### src/rtl/cpsc_pkg.sv
`timescale 1ns / 1ps
`default_nettype none

package cpsc_pkg;

  // Item operations carried in the op field.
  typedef enum logic [1:0] {
    OP_START = 2'd0,
    OP_STOP  = 2'd1,
    OP_PULSE = 2'd2,
    OP_TICK  = 2'd3
  } op_e;

  // Configuration register indexes.
  typedef enum logic [2:0] {
    REG_OVERLOAD_GAP   = 3'd0,
    REG_OVERLOAD_LIMIT = 3'd1,
    REG_FULL_GAP       = 3'd2,
    REG_FULL_LIMIT     = 3'd3,
    REG_ENERGY_PER_COIN = 3'd4,
    REG_TIME_PER_COIN  = 3'd5,
    REG_REPORT_EVERY   = 3'd6
  } reg_idx_e;

  // Report kinds.
  localparam logic [1:0] RPT_NONE     = 2'd0;
  localparam logic [1:0] RPT_PROGRESS = 2'd1;
  localparam logic [1:0] RPT_FINAL    = 2'd2;

  // Stop reasons.
  localparam logic [1:0] STOP_NONE    = 2'd0;
  localparam logic [1:0] STOP_TIMEOUT = 2'd1;
  localparam logic [1:0] STOP_ENERGY  = 2'd2;
  localparam logic [1:0] STOP_CMD     = 2'd3;

  // Declared conditions.
  localparam logic [1:0] COND_NONE     = 2'd0;
  localparam logic [1:0] COND_OVERLOAD = 2'd1;
  localparam logic [1:0] COND_FULL     = 2'd2;

  // Configuration register values after reset.
  localparam logic [15:0] OVERLOAD_GAP_RST    = 16'd100;
  localparam logic [7:0]  OVERLOAD_LIMIT_RST  = 8'd3;
  localparam logic [31:0] FULL_GAP_RST        = 32'd60000;
  localparam logic [7:0]  FULL_LIMIT_RST      = 8'd3;
  localparam logic [15:0] ENERGY_PER_COIN_RST = 16'd100;
  localparam logic [23:0] TIME_PER_COIN_RST   = 24'd3600000;
  localparam logic [7:0]  REPORT_EVERY_RST    = 8'd10;

  // Current configuration as seen by the session logic.
  typedef struct packed {
    logic [15:0] overload_gap_ms;
    logic [7:0]  overload_limit;
    logic [31:0] full_gap_ms;
    logic [7:0]  full_limit;
    logic [15:0] energy_per_coin;
    logic [23:0] time_per_coin_ms;
    logic [7:0]  report_every;
  } cfg_t;

endpackage

`default_nettype wire

### src/rtl/cpsc_if.sv
`timescale 1ns / 1ps
`default_nettype none

// Input item channel.
interface cpsc_in_if;
  logic       valid;
  logic       ready;
  logic [1:0] op;
  logic       session_type;
  logic [7:0] coins;

  modport source (output valid, output op, output session_type, output coins, input ready);
  modport sink (input valid, input op, input session_type, input coins, output ready);
endinterface

// Result item channel.
interface cpsc_out_if;
  logic        valid;
  logic        ready;
  logic        relay_on;
  logic [1:0]  report_kind;
  logic [23:0] consumed;
  logic [1:0]  stop_reason;
  logic [1:0]  condition;

  modport source (output valid, output relay_on, output report_kind, output consumed,
                  output stop_reason, output condition, input ready);
  modport sink (input valid, input relay_on, input report_kind, input consumed,
                input stop_reason, input condition, output ready);
endinterface

// Configuration write channel.
interface cpsc_cfg_if;
  logic        valid;
  logic        ready;
  logic [2:0]  index;
  logic [31:0] data;

  modport source (output valid, output index, output data, input ready);
  modport sink (input valid, input index, input data, output ready);
endinterface

`default_nettype wire

### src/rtl/cpsc_cfg_regs.sv
`timescale 1ns / 1ps
`default_nettype none

module cpsc_cfg_regs (
  input  wire            clk_i,
  input  wire            rst_ni,
  cpsc_cfg_if.sink       cfg_i,
  output cpsc_pkg::cfg_t cfg_o
);
  import cpsc_pkg::*;

  cfg_t cfg_q;
  logic wr_en;

  // Writes are always taken; an index beyond the register list is dropped.
  assign cfg_i.ready = 1'b1;
  assign wr_en = cfg_i.valid;

  always_ff @(posedge clk_i or negedge rst_ni) begin
    if (!rst_ni) begin
      cfg_q.overload_gap_ms  <= OVERLOAD_GAP_RST;
      cfg_q.overload_limit   <= OVERLOAD_LIMIT_RST;
      cfg_q.full_gap_ms      <= FULL_GAP_RST;
      cfg_q.full_limit       <= FULL_LIMIT_RST;
      cfg_q.energy_per_coin  <= ENERGY_PER_COIN_RST;
      cfg_q.time_per_coin_ms <= TIME_PER_COIN_RST;
      cfg_q.report_every     <= REPORT_EVERY_RST;
    end else if (wr_en) begin
      case (cfg_i.index)
        REG_OVERLOAD_GAP:    cfg_q.overload_gap_ms  <= cfg_i.data[15:0];
        REG_OVERLOAD_LIMIT:  cfg_q.overload_limit   <= cfg_i.data[7:0];
        REG_FULL_GAP:        cfg_q.full_gap_ms      <= cfg_i.data;
        REG_FULL_LIMIT:      cfg_q.full_limit       <= cfg_i.data[7:0];
        REG_ENERGY_PER_COIN: cfg_q.energy_per_coin  <= cfg_i.data[15:0];
        REG_TIME_PER_COIN:   cfg_q.time_per_coin_ms <= cfg_i.data[23:0];
        REG_REPORT_EVERY:    cfg_q.report_every     <= cfg_i.data[7:0];
        default: ;
      endcase
    end
  end

  assign cfg_o = cfg_q;

endmodule

`default_nettype wire

### src/rtl/charge_port_session_controller.sv
// Charge port session controller. Each transaction on the input channel (start,
// stop, energy pulse or millisecond tick) yields exactly one result transaction.
// An accepted item lands in an input register. Once the result register is free,
// the session logic evaluates it against the session state and loads the result
// register, which offers it as a result transaction on the output channel itself.
// With the output ready, one item can be accepted every cycle.
// Throughput is set by the single session-update stage. While a result waits for
// the output ready, the input register takes at most one more item. After that the
// input stalls until the result is taken. Configuration writes are accepted at any
// time but must only be issued while no item is in flight; they take effect on the
// next item.
`timescale 1ns / 1ps
`default_nettype none

module charge_port_session_controller #(
  parameter int TIME_BITS   = 32,
  parameter int ENERGY_BITS = 24
) (
  input  wire        clk_i,
  input  wire        rst_ni,
  cpsc_in_if.sink    in_i,
  cpsc_out_if.source out_o,
  cpsc_cfg_if.sink   cfg_i
);
  import cpsc_pkg::*;

  // Widths used to compare against the fixed-width registers.
  localparam int TW = (TIME_BITS > 32) ? TIME_BITS : 32;
  localparam int EW = (ENERGY_BITS > 24) ? ENERGY_BITS : 24;

  cfg_t cfg;

  cpsc_cfg_regs u_cfg (
    .clk_i  (clk_i),
    .rst_ni (rst_ni),
    .cfg_i  (cfg_i),
    .cfg_o  (cfg)
  );

  // Input register.
  logic       in_valid_q;
  logic [1:0] op_q;
  logic       type_q;
  logic [7:0] coins_q;

  // Session state.
  logic                   active_q, active_d;
  logic                   online_q, online_d;
  logic [7:0]             budget_q, budget_d;
  logic [ENERGY_BITS-1:0] pulse_q, pulse_d;
  logic [7:0]             ovl_run_q, ovl_run_d;
  logic [7:0]             full_run_q, full_run_d;
  logic [7:0]             rpt_run_q, rpt_run_d;
  logic [TIME_BITS-1:0]   now_q, now_d;
  logic [TIME_BITS-1:0]   last_q, last_d;
  logic [TIME_BITS-1:0]   left_q, left_d;

  // Result register.
  logic        out_valid_q;
  logic        relay_q;
  logic [1:0]  kind_q, kind_d;
  logic [23:0] consumed_q, consumed_d;
  logic [1:0]  reason_q, reason_d;
  logic [1:0]  cond_q, cond_d;

  logic out_free;
  logic advance;

  // Handshake: the input register moves on whenever the result register is free.
  assign out_free   = !out_valid_q || out_o.ready;
  assign advance    = in_valid_q && out_free;
  assign in_i.ready = !in_valid_q || out_free;

  always_ff @(posedge clk_i or negedge rst_ni) begin
    if (!rst_ni) begin
      in_valid_q <= 1'b0;
    end else if (in_i.ready) begin
      in_valid_q <= in_i.valid;
    end
  end

  always_ff @(posedge clk_i) begin
    if (in_i.ready && in_i.valid) begin
      op_q    <= in_i.op;
      type_q  <= in_i.session_type;
      coins_q <= in_i.coins;
    end
  end

  // Arithmetic for the item in the input register.
  logic [31:0]          time_prod;
  logic [TW-1:0]        time_prod_ext;
  logic [TIME_BITS-1:0] time_budget;
  logic [23:0]          energy_limit;
  logic [TIME_BITS-1:0] gap;
  logic                 gap_short;
  logic                 gap_long;
  logic [ENERGY_BITS-1:0] pulse_inc;
  logic [EW-1:0]        pulse_inc_ext;
  logic [EW-1:0]        pulse_out_ext;
  logic [7:0]           ovl_next;
  logic [7:0]           full_next;
  logic [7:0]           rpt_next;

  assign time_prod     = 32'(coins_q) * 32'(cfg.time_per_coin_ms);
  assign time_prod_ext = TW'(time_prod);
  // The budget saturates at the largest time value.
  assign time_budget   = ((time_prod_ext >> TIME_BITS) != '0) ? '1
                         : time_prod_ext[TIME_BITS-1:0];
  assign energy_limit  = 24'(budget_q) * 24'(cfg.energy_per_coin);

  assign gap       = now_q - last_q;
  assign gap_short = gap < TIME_BITS'(cfg.overload_gap_ms);
  assign gap_long  = TW'(gap) > TW'(cfg.full_gap_ms);

  // Consumption saturates at the counter maximum.
  assign pulse_inc     = (pulse_q == '1) ? pulse_q : pulse_q + ENERGY_BITS'(1);
  assign pulse_inc_ext = EW'(pulse_inc);
  assign pulse_out_ext = EW'(pulse_q);

  assign ovl_next  = ovl_run_q + 8'd1;
  assign full_next = full_run_q + 8'd1;
  assign rpt_next  = rpt_run_q + 8'd1;

  // Session update and result for one item.
  always_comb begin
    active_d   = active_q;
    online_d   = online_q;
    budget_d   = budget_q;
    pulse_d    = pulse_q;
    ovl_run_d  = ovl_run_q;
    full_run_d = full_run_q;
    rpt_run_d  = rpt_run_q;
    now_d      = now_q;
    last_d     = last_q;
    left_d     = left_q;
    kind_d     = RPT_NONE;
    consumed_d = '0;
    reason_d   = STOP_NONE;
    cond_d     = COND_NONE;

    case (op_q)
      OP_START: begin
        active_d = 1'b1;
        online_d = type_q;
        budget_d = coins_q;
        pulse_d  = '0;
        left_d   = time_budget;
      end
      OP_STOP: begin
        if (active_q) begin
          consumed_d = pulse_out_ext[23:0];
          reason_d   = STOP_CMD;
          if (online_q) begin
            kind_d = RPT_FINAL;
          end
          active_d = 1'b0;
          online_d = 1'b0;
          budget_d = '0;
          pulse_d  = '0;
          left_d   = '0;
        end
      end
      OP_PULSE: begin
        if (active_q) begin
          pulse_d = pulse_inc;
          // Gap classification toward overload or battery full.
          if (gap_short) begin
            if (ovl_next > cfg.overload_limit) begin
              cond_d    = COND_OVERLOAD;
              ovl_run_d = '0;
            end else begin
              ovl_run_d = ovl_next;
            end
          end else if (gap_long) begin
            if (full_next > cfg.full_limit) begin
              cond_d     = COND_FULL;
              full_run_d = '0;
            end else begin
              full_run_d = full_next;
            end
          end else begin
            ovl_run_d  = '0;
            full_run_d = '0;
          end
          last_d     = now_q;
          consumed_d = pulse_inc_ext[23:0];
          if (!online_q) begin
            if (pulse_inc_ext >= EW'(energy_limit)) begin
              reason_d = STOP_ENERGY;
              active_d = 1'b0;
              online_d = 1'b0;
              budget_d = '0;
              pulse_d  = '0;
              left_d   = '0;
            end
          end else begin
            if (rpt_next >= cfg.report_every) begin
              rpt_run_d = '0;
              kind_d    = RPT_PROGRESS;
            end else begin
              rpt_run_d = rpt_next;
            end
          end
        end
      end
      OP_TICK: begin
        now_d = now_q + TIME_BITS'(1);
        if (active_q) begin
          consumed_d = pulse_out_ext[23:0];
          if (!online_q) begin
            if (left_q <= TIME_BITS'(1)) begin
              reason_d = STOP_TIMEOUT;
              active_d = 1'b0;
              online_d = 1'b0;
              budget_d = '0;
              pulse_d  = '0;
              left_d   = '0;
            end else begin
              left_d = left_q - TIME_BITS'(1);
            end
          end
        end
      end
      default: ;
    endcase
  end

  // State and result valid registers.
  always_ff @(posedge clk_i or negedge rst_ni) begin
    if (!rst_ni) begin
      active_q    <= 1'b0;
      online_q    <= 1'b0;
      budget_q    <= '0;
      pulse_q     <= '0;
      ovl_run_q   <= '0;
      full_run_q  <= '0;
      rpt_run_q   <= '0;
      now_q       <= '0;
      last_q      <= '0;
      left_q      <= '0;
      out_valid_q <= 1'b0;
    end else begin
      if (advance) begin
        active_q   <= active_d;
        online_q   <= online_d;
        budget_q   <= budget_d;
        pulse_q    <= pulse_d;
        ovl_run_q  <= ovl_run_d;
        full_run_q <= full_run_d;
        rpt_run_q  <= rpt_run_d;
        now_q      <= now_d;
        last_q     <= last_d;
        left_q     <= left_d;
      end
      if (out_free) begin
        out_valid_q <= in_valid_q;
      end
    end
  end

  // Result payload.
  always_ff @(posedge clk_i) begin
    if (advance) begin
      relay_q    <= active_d;
      kind_q     <= kind_d;
      consumed_q <= consumed_d;
      reason_q   <= reason_d;
      cond_q     <= cond_d;
    end
  end

  assign out_o.valid       = out_valid_q;
  assign out_o.relay_on    = relay_q;
  assign out_o.report_kind = kind_q;
  assign out_o.consumed    = consumed_q;
  assign out_o.stop_reason = reason_q;
  assign out_o.condition   = cond_q;

  // An idle port holds no session leftovers.
  a_idle_clean: assert property (@(posedge clk_i) disable iff (!rst_ni)
    !active_q |-> (pulse_q == '0 && left_q == '0 && budget_q == '0 && !online_q))
    else $error("idle port holds session state");

  // A progress report only comes from a running online session.
  a_progress_running: assert property (@(posedge clk_i) disable iff (!rst_ni)
    (out_valid_q && kind_q == RPT_PROGRESS) |-> (relay_q && reason_q == STOP_NONE))
    else $error("progress report without a running session");

  // A stop always leaves the relay open.
  a_stop_opens_relay: assert property (@(posedge clk_i) disable iff (!rst_ni)
    (out_valid_q && reason_q != STOP_NONE) |-> !relay_q)
    else $error("stop reported with relay closed");

  // Every item that leaves the input register produces a result next cycle.
  a_result_follows: assert property (@(posedge clk_i) disable iff (!rst_ni)
    advance |=> out_valid_q)
    else $error("processed item produced no result");

  // A final report only comes with a stop command.
  a_final_on_stop: assert property (@(posedge clk_i) disable iff (!rst_ni)
    (out_valid_q && kind_q == RPT_FINAL) |-> (reason_q == STOP_CMD))
    else $error("final report without stop command");

endmodule

`default_nettype wire
### src/flat_wrapper.sv
// flat-port wrapper written by rule: the top's interface ports become plain ports
module charge_port_session_controller_flat import cpsc_pkg::*;
#(
  parameter int TIME_BITS   = 32,
  parameter int ENERGY_BITS = 24
)
  (clk_i, rst_ni, in_i_valid, in_i_op, in_i_session_type, in_i_coins, in_i_ready, out_o_valid, out_o_relay_on, out_o_report_kind, out_o_consumed, out_o_stop_reason, out_o_condition, out_o_ready, cfg_i_valid, cfg_i_index, cfg_i_data, cfg_i_ready);
  cpsc_in_if in_i_i ();
  cpsc_out_if out_o_i ();
  cpsc_cfg_if cfg_i_i ();
  input  wire clk_i;
  input  wire rst_ni;
  input wire logic [$bits(in_i_i.valid)-1:0] in_i_valid;
  input wire logic [$bits(in_i_i.op)-1:0] in_i_op;
  input wire logic [$bits(in_i_i.session_type)-1:0] in_i_session_type;
  input wire logic [$bits(in_i_i.coins)-1:0] in_i_coins;
  output wire logic [$bits(in_i_i.ready)-1:0] in_i_ready;
  output wire logic [$bits(out_o_i.valid)-1:0] out_o_valid;
  output wire logic [$bits(out_o_i.relay_on)-1:0] out_o_relay_on;
  output wire logic [$bits(out_o_i.report_kind)-1:0] out_o_report_kind;
  output wire logic [$bits(out_o_i.consumed)-1:0] out_o_consumed;
  output wire logic [$bits(out_o_i.stop_reason)-1:0] out_o_stop_reason;
  output wire logic [$bits(out_o_i.condition)-1:0] out_o_condition;
  input wire logic [$bits(out_o_i.ready)-1:0] out_o_ready;
  input wire logic [$bits(cfg_i_i.valid)-1:0] cfg_i_valid;
  input wire logic [$bits(cfg_i_i.index)-1:0] cfg_i_index;
  input wire logic [$bits(cfg_i_i.data)-1:0] cfg_i_data;
  output wire logic [$bits(cfg_i_i.ready)-1:0] cfg_i_ready;
  assign in_i_i.valid = in_i_valid;
  assign in_i_i.op = in_i_op;
  assign in_i_i.session_type = in_i_session_type;
  assign in_i_i.coins = in_i_coins;
  assign in_i_ready = in_i_i.ready;
  assign out_o_valid = out_o_i.valid;
  assign out_o_relay_on = out_o_i.relay_on;
  assign out_o_report_kind = out_o_i.report_kind;
  assign out_o_consumed = out_o_i.consumed;
  assign out_o_stop_reason = out_o_i.stop_reason;
  assign out_o_condition = out_o_i.condition;
  assign out_o_i.ready = out_o_ready;
  assign cfg_i_i.valid = cfg_i_valid;
  assign cfg_i_i.index = cfg_i_index;
  assign cfg_i_i.data = cfg_i_data;
  assign cfg_i_ready = cfg_i_i.ready;
  charge_port_session_controller #(.TIME_BITS(TIME_BITS), .ENERGY_BITS(ENERGY_BITS)) u_core (.clk_i(clk_i), .rst_ni(rst_ni), .in_i(in_i_i), .out_o(out_o_i), .cfg_i(cfg_i_i));
endmodule
### config.mk
export PLATFORM = sky130hd
export DESIGN_NAME = charge_port_session_controller_flat
export DESIGN_NICKNAME = d
export VERILOG_FILES = /design/src/rtl/cpsc_pkg.sv /design/src/rtl/cpsc_if.sv /design/src/rtl/cpsc_cfg_regs.sv /design/src/rtl/charge_port_session_controller.sv /design/src/flat_wrapper.sv
export SDC_FILE = /design/constraint.sdc
export NUM_CORES = 1
export LEC_CHECK = 0
export BUFFER_PORTS_ARGS = -buffer_cell sky130_fd_sc_hd__buf_2
export CAP_MARGIN = 20
export CORE_ASPECT_RATIO = 0.5
export CORE_MARGIN = 5
export CORE_UTILIZATION = 35
export CTS_CLUSTER_DIAMETER = 50
export DETAILED_ROUTE_END_ITERATION = 10
export SKIP_LAST_GASP = 1
export SYNTH_ARGS = -nofsm -noshare
export SYNTH_HDL_FRONTEND = slang
export SYNTH_HIERARCHICAL = 1
export SYNTH_SLANG_ARGS = --single-unit
### constraint.sdc
create_clock -name clk_i -period 7.6 [get_ports clk_i]
set_input_delay 0 -clock clk_i [delete_from_list [all_inputs] [get_ports clk_i]]
set_output_delay 0 -clock clk_i [all_outputs]
set_load 0.01 [all_outputs]
==> results of run 1 <==
## state kept, by name, summed over array words and instances (netlist names), 24 cells and up
| register | cells |
|---|---|
| u_core/out_o.consumed | 24 |
| u_core/pulse_out_ext | 24 |
| u_core/left_q | 32 |
| u_core/last_q | 32 |
| u_core/u_cfg/cfg_o | 112 |
| u_core/now_q | 32 |
## cells in the final DEF, fill, tap and decap left out, drive strengths merged, types with 19 or more instances in the layout
cell and n:
a21o 58, a21oi 125, a22oi 29, and2 196, and3 23, buf 118, clkbuf 53, dfrtp 238
dfstp 30, dlygate4sd3 51, edfxtp 42, fa 217, ha 233, inv 368, mux2 120, nand2 317
nand2b 19, nand3 76, nand4 26, nor2 152, nor2b 26, nor3 42, o21a 19, o21ai 159
xnor2 79, xor2 51
## per-stage QoR
| stage | setup TNS (ns) | utilization [%] | std cells | setup WS [ns] | power [mW] |
|---|---|---|---|---|---|
| 5_1_grt | 0 | 39.5 | 4148 | 0.0342 | 13.3 |
| 6_report | 0 | 39.5 | 4148 | 0.366 | 12.0 |
| 2_1_floorplan | 0 | - | 2958 | 0.289 | 8.00 |
| 4_1_cts | 0 | 39.4 | 4144 | 0.117 | 12.1 |
| 3_5_place_dp | -0.246 | 37.2 | 4026 | -0.126 | 10.1 |
| 3_3_place_gp | -0.0561 | 37.2 | 4026 | -0.0376 | 9.99 |
## kinds of logic (layout without fill, tap and decap cells)
kind of cell,count (synthesis),count (layout),synth area share [%]
AO/OA/AOI/OAI,524,524,12.1
other,1,1,0.0135
flip-flops,310,310,28.8
AND/OR/NAND/NOR,955,955,17.2
buffers and inverters,461,601,6.43
multiplexers,127,127,5.25
adder cells (fa/ha/maj),450,450,26.1
XOR/XNOR,130,130,4.10
## how the worst max path moves through the flow
stage / to / slack [ns] / startpoint
finish: u_core/left_q[31]$_DFFE_PN0P_ / 0.37 / u_core/u_cfg/cfg_o[34]$_DFFE_PN1P_
CTS: u_core/left_q[31]$_DFFE_PN0P_ / 0.12 / u_core/budget_q[4]$_DFFE_PN0P_
global route: u_core/left_q[31]$_DFFE_PN0P_ / 0.03 / u_core/u_cfg/cfg_o[34]$_DFFE_PN1P_
floorplan: u_core/left_q[29]$_DFFE_PN0P_ / 0.29 / u_core/budget_q[7]$_DFFE_PN0P_
global placement: u_core/left_q[22]$_DFFE_PN0P_ / -0.04 / u_core/u_cfg/cfg_o[34]$_DFFE_PN1P_
detailed placement: u_core/left_q[22]$_DFFE_PN0P_ / -0.13 / u_core/budget_q[4]$_DFFE_PN0P_
## synth_stat cells, types with 6 or more instances
cell | count | area (um^2)
o311ai_0 | 8 | 70.1
nor2b_1 | 26 | 163
a21oi_1 | 125 | 626
a22o_1 | 18 | 158
and3_1 | 23 | 144
nand2_1 | 317 | 1190
clkbuf_1 | 79 | 297
and4_1 | 7 | 61.3
edfxtp_1 | 42 | 1260
or2_2 | 9 | 56.3
nand4_1 | 26 | 163
a211oi_1 | 10 | 75.1
o21bai_1 | 11 | 82.6
nor4_1 | 10 | 62.6
o21a_1 | 19 | 143
mux2_4 | 10 | 150
mux2i_1 | 7 | 70.1
buf_2 | 9 | 45.0
inv_1 | 362 | 1360
o211ai_1 | 12 | 90.1
o21ai_0 | 157 | 786
nand3_1 | 76 | 380
ha_1 | 233 | 2920
a21o_1 | 57 | 428
nand2b_1 | 19 | 119
nand4b_1 | 6 | 52.6
or3_1 | 16 | 100
a31oi_1 | 9 | 56.3
dfrtp_1 | 238 | 5960
or4_1 | 8 | 60.1
a22oi_1 | 29 | 218
xnor2_1 | 79 | 692
nor2_1 | 152 | 571
dfstp_2 | 30 | 788
nor3_1 | 41 | 205
xor2_1 | 51 | 447
and2_1 | 195 | 1220
mux2_2 | 107 | 1200
fa_1 | 217 | 4340
## power breakdown
group | switching, mW | total, mW | internal (mW)
combinational | 4.65 | 7.83 | 3.18
sequential | 0.346 | 2.37 | 2.02
clock | 0.764 | 1.85 | 1.08
total | 5.76 | 12.0 | 6.29
## area by class of cell
| type | instances | share of cell area, % |
|---|---|---|
| inverters | 363 | 4.36 |
| well taps | 1050 | 4.20 |
| repair buffers | 169 | 3.95 |
| clock inverters | 16 | 0.540 |
| flip-flops and latches | 310 | 25.6 |
| multi-input cells | 2187 | 57.9 |
| clock buffers | 53 | 3.48 |
## repair_timing
item,CTS,global route
hold endpoints to repair,189,2
hold buffers,49,2
setup endpoints to repair,10,64
gates cloned,0,0
gates resized for setup,2,12
pin swaps,0,0
## critical path: cells and delay by family (launching register included)
family	cells	cell delay [ns]
AO/OA/AOI/OAI	13	2.43
XOR/XNOR	1	0.12
adder cells (fa/ha/maj)	6	2.71
buffers and inverters	5	0.45
flip-flops	1	0.60
AND/OR/NAND/NOR	5	0.76
## per-layer routing
layer	GRT usage, %	share of wire, %
met1	23.4	49
met2	26.1	45
met3	2.20	4.2
met4	3.52	1.8
met5	0	0
==> out/qor.yml, run 1 <==
outcome:
  status: "complete, no violations"
yosys:
  synthCells: 2958
  ys_seq_area_share_pct: 28.8
  synth-edff-count: 42
  synth_nets: 3459
  ys_ff_latch: 310
  yosys_warnings: 6
  synth-main-ff-cell: "dfrtp_1"
  ys_types: 87
  syn_area_per_cell_um2: 9.39
  syn-cell-area_um2: 27800
  async_flop_share_pct: 86.5
route:
  vias: 21100
  drtIter0Drc: 1403
  wl_mm: 69.6
  drc: 0
  first_pass_iters: 8
  drtAntennaViolNets: 0
  post_drt_wl_per_cell_um: 16.8
  via_per_inst: 5.08
floorplanning:
  die_w_um: 408
  die_h_um: 209
  coreArea_um2: 79100
  initial_core_util_pct: 35.1
  rows: 73
  die-area_um2: 85500
  ios: 85
timing:
  min_period_over_period_pct: 95.2
  setup_violations: 0
  hold_ws_ns: 0.131
  max_freq_ghz: 0.138
  finalHoldViolations: 0
  rsz0062_at_grt: "no"
  drv_slew: 0
  tightest_slew_ns: 1.08
  period_minus_slack_ns: 7.23
  finalClockSkew_ns: 0.0415
  max_slew_margin_pct: 27.5
worst_setup_path:
  critical_path_class: "reg -> reg"
  crit_path_end_kind: "register"
  reg2reg_slack_ns: 0.37
  reg2reg_to: "u_core/left_q[31]$_DFFE_PN0P_"
  worstPathArrival_ns: 7.65
  ff2ff_path_depth: 30
  r2r-start: "u_core/u_cfg/cfg_o[34]$_DFFE_PN1P_"
  worst-path-max-fanout: 9
  critPathLaunchType: "register"
  crit_slowest_cell: "dfstp_2"
  cpPeakStageDelay_ns: 0.60
  required_ns: 8.02
layout:
  fillers: 7816
  drive_above_1_share_pct: 12.1
  diodes: 0
  seqCellArea_um2: 8010
  fin_area_um2: 31300
  syn_to_final_growth_pct: 12.6
  finalNetCount: 3570
  multiInputGateArea_um2: 18100
placed_design:
  dp_hpwl_mm: 52.5
  port_buffers: 83
  gp_congestion: 0.857
  post_dp_cell_area_um2: 29400
clocking:
  cts.sinks: 310
  clockRootBuffer: "clkbuf_16"
  insertion_delay_ns: 0.58
  htree_levels: 2
  cts_made_buffers: 38
  cts_tree: "built"
  cts_setup_buffers: 0
  path_clk_slew_ns: 0.06
  cts_buffer_depth: 3
pwr:
  peakVddDrop_v: 0.000405
  p_per_area_nw_per_um2: 385
  power.leakage_nw: 14.7
min_path:
  min_from: "cfg_i_index[2]"
  hold_path_end: "u_core/u_cfg/cfg_o[93]$_DFFE_PN0P_"
  worst_hold_path.num_cells: 4
  hp-class: "in -> reg"
global_routing:
  grt-ovfl-total: 0
  grt_pass1_wl_mm: 114
  grt_max_degree: 147
  grt_pass1_vias: 21200
  antenna_found_initial: 1
  grt.total_usage_pct: 16.2
flow_run:
  drv_cap: 0
No activity file was read; power rests on OpenSTA's default activity.
==> run 2: changes to the inputs <==
Settings changed: CAP_MARGIN 20 to 10, SYNTH_HIERARCHICAL 1 to unset.
==> run 2 against run 1 <==
Net effect:
- cell count is 1.1% higher
- critical path depth did not move
- critical path type unchanged
- synthesized cell count up 2.8%
- critical endpoint is now u_core.left_q[29]$_DFFE_PN0P_
- sequential power is 3% lower
- via count is 1.5% higher
- total power down 0.34%
- fmax increased by 0.26%
- utilization grew 0.21 points
- wire length decreased by 1.6%
- die area is 0.90% lower
- combinational power up 0.8%
- worst setup slack gained 0.019 ns
==> out/qor.yml, run 2 <==
route:
  wl_mm: 68.5
  drtIter0Drc: 1296
  via_per_inst: 5.10
  drc: 0
  vias: 21400
  drtAntennaViolNets: 0
  first_pass_iters: 5
  post_drt_wl_per_cell_um: 16.3
pwr:
  switchingPower_mw: 5.65
  peakVddDrop_v: 0.000332
  swShare_pct: 47.1
  p_total_mw: 12.0
  power.leakage_nw: 14.4
  seq_power_share_pct: 19.2
  p_clk_share_pct: 15.1
  p_comb_share_pct: 65.8
  p_per_area_nw_per_um2: 389
  internal_power_mw: 6.35
clocking:
  cts_tree: "built"
  cts_made_buffers: 37
  path_clk_slew_ns: 0.07
  clockRootBuffer: "clkbuf_16"
  insertion_delay_ns: 0.57
  cts_buffer_depth: 3
  htree_levels: 2
  cts.sinks: 310
floorplanning:
  initial_core_util_pct: 35.4
  coreArea_um2: 77700
  die_h_um: 208
  die-area_um2: 84700
  ios: 85
  die_w_um: 407
  rows: 72
yosys:
  synthTopCellsByCount: "399 x nand2_1, 349 x inv_1, 241 x o21ai_0, 238 x dfrtp_1, 234 x ha_1"
  ys_seq_area_share_pct: 29.1
  async_flop_share_pct: 86.5
  synth-edff-count: 42
  yosysMostFrequentCell: "nand2_1"
  yosys_warnings: 0
  yosysTopAreaCellShare_pct: 21.6
  synthCells: 3041
  synth-main-ff-cell: "dfrtp_1"
  syn_area_per_cell_um2: 9.05
  post-synth-top-area-cell: "dfrtp_1"
  synth_nets: 3543
  synth_area_leaders: "dfrtp_1 22%, fa_1 16%, ha_1 11%"
  syn-cell-area_um2: 27500
  ys_types: 75
  ys_ff_latch: 310
outcome:
  status: "complete, no violations"
timing:
  drv_slew: 0
  hold_ws_ns: 0.0715
  setup_violations: 0
  max_freq_ghz: 0.139
  tightest_slew_ns: 1.15
  finalHoldViolations: 0
  finalClockSkew_ns: 0.0335
  max_slew_margin_pct: 23.4
  min_period_over_period_pct: 94.9
  period_minus_slack_ns: 7.22
worst_setup_path:
  crit_slowest_cell: "dfstp_2"
  required_ns: 8.07
  worst-path-max-fanout: 8
  worstPathArrival_ns: 7.68
  critPathLaunchType: "register"
  worst-path-buf-inv: 4
  critical_path_class: "reg -> reg"
  critical_path.top_delay_family: "adder cells"
  crit_path_end_kind: "register"
  cpPeakStageDelay_ns: 0.59
  path_common_cell: "fa_1"
layout:
  final_common_cell: "nand2_1"
  fillers: 7694
  fin_area_um2: 30900
  syn_to_final_growth_pct: 12.2
  drive_above_1_share_pct: 9.76
  instances_no_fill: 4195
  finalNetCount: 3631
  largest_register_ff_count: 112
  seqCellArea_um2: 8010
  multiInputGateArea_um2: 17800
  layout_common_cells: "397 x nand2_1, 349 x inv_1, 240 x o21ai_0"
global_routing:
  antenna_found_initial: 5
  grt_max_degree: 88
  grt_pass1_wl_mm: 113
  grt-ovfl-total: 0
  grt_pass1_vias: 21500
  grt.total_usage_pct: 16.2
flow_run:
  drv_cap: 0
placed_design:
  dp.cells: 4074
  gp_congestion: 0.837
  port_buffers: 83
  dp_hpwl_mm: 51.2
  post_dp_cell_area_um2: 29100
min_path:
  hp-class: "in -> async"
-- run 2: final timing paths --
kind,start,to,slack (ns),depth (start not counted)
worst max-delay path,u_core.u_cfg.cfg_o[34]$_DFFE_PN1P_,u_core.left_q[29]$_DFFE_PN0P_,0.38,30
worst min-delay path,rst_ni,u_core.last_q[8]$_DFFE_PN0P_,0.07,2
worst max register to register,u_core.u_cfg.cfg_o[34]$_DFFE_PN1P_,u_core.left_q[29]$_DFFE_PN0P_,0.38,30
worst min register to register,u_core.last_q[31]$_DFFE_PN0P_,u_core.last_q[31]$_DFFE_PN0P_,0.50,2
max in group asynchronous,rst_ni,u_core.u_cfg.cfg_o[91]$_DFFE_PN0P_,6.13,3
min in group clk_i,cfg_i_index[0],u_core.u_cfg.cfg_o[89]$_DFFE_PN1P_,0.08,5
-- run 2: routing by layer --
| metal | share of wire, % | vias up | global-route usage [%] |
|---|---|---|---|
| met5 | 0.019 | - | 0 |
| met4 | 2.1 | 2 | 3.94 |
| met3 | 5.2 | 93 | 2.80 |
| met2 | 46 | 456 | 26.6 |
| met1 | 46 | 10500 | 22.4 |
| li1 | - | 10300 | - |
-- run 2: cell families (layout without fill, tap and decap cells) --
logic type	count (synthesis)	after routing	synth area share [%]
and+or+nand+nor	1023	1024	18.2
AOI/OAI and AO/OA	579	579	12.8
buffers and inverters	473	588	6.47
adders and majority gates	451	451	26.4
DFF	310	310	29.1
xor gates and xnor gates	137	137	4.36
muxes	67	67	2.71
other	1	3	0.0136
-- run 2: cell type report --
cell class	count	share of cell area (%)
tap	1036	4.20
clock inverter	14	0.580
inverter	349	4.24
clock buffer	53	3.29
sequential	310	25.9
multi-input combinational	2259	57.8
antenna	2	0.0162
timing repair buffer	172	3.98
-- run 2: what timing repair did --
action | CTS | global route
setup endpoints to repair | 10 | 64
endpoints found under the hold margin | 204 | 0
setup buffers | 0 | 3
cloned | 0 | 1
hold buffers | 48 | 0
pin swaps | 0 | 2
resized for setup | 1 | 13
-- run 2: through the flow --
step	worst slack, ns	setup TNS (ns)	util, %
finish	0.385	0	39.8
global route	-0.0214	-0.0214	39.8
CTS	0.0382	0	39.6
detailed placement	-0.0720	-0.185	37.5
global placement	0.121	0	37.5
floorplan	0.374	0	-
-- run 2: power by group through the flow --
stage                     Combinational [mW]  Sequential, mW  Clock, mW
after global placement                  7.72            2.32          0
final                                   7.89            2.30       1.81
after CTS                               7.92            2.30       1.85
after global routing                    9.00            2.34       1.92
after detailed placement                7.84            2.32          0
after floorplan                         5.99            2.15          0
-- run 2: worst register-to-register path: cells and delay by family, from the launching register on --
kind	cells	cell delay, ns
DFF	1	0.59
and+or+nand+nor	5	0.88
adders and majority gates	6	2.62
AOI/OAI and AO/OA	14	2.52
xor gates and xnor gates	1	0.16
buffers and inverters	4	0.35
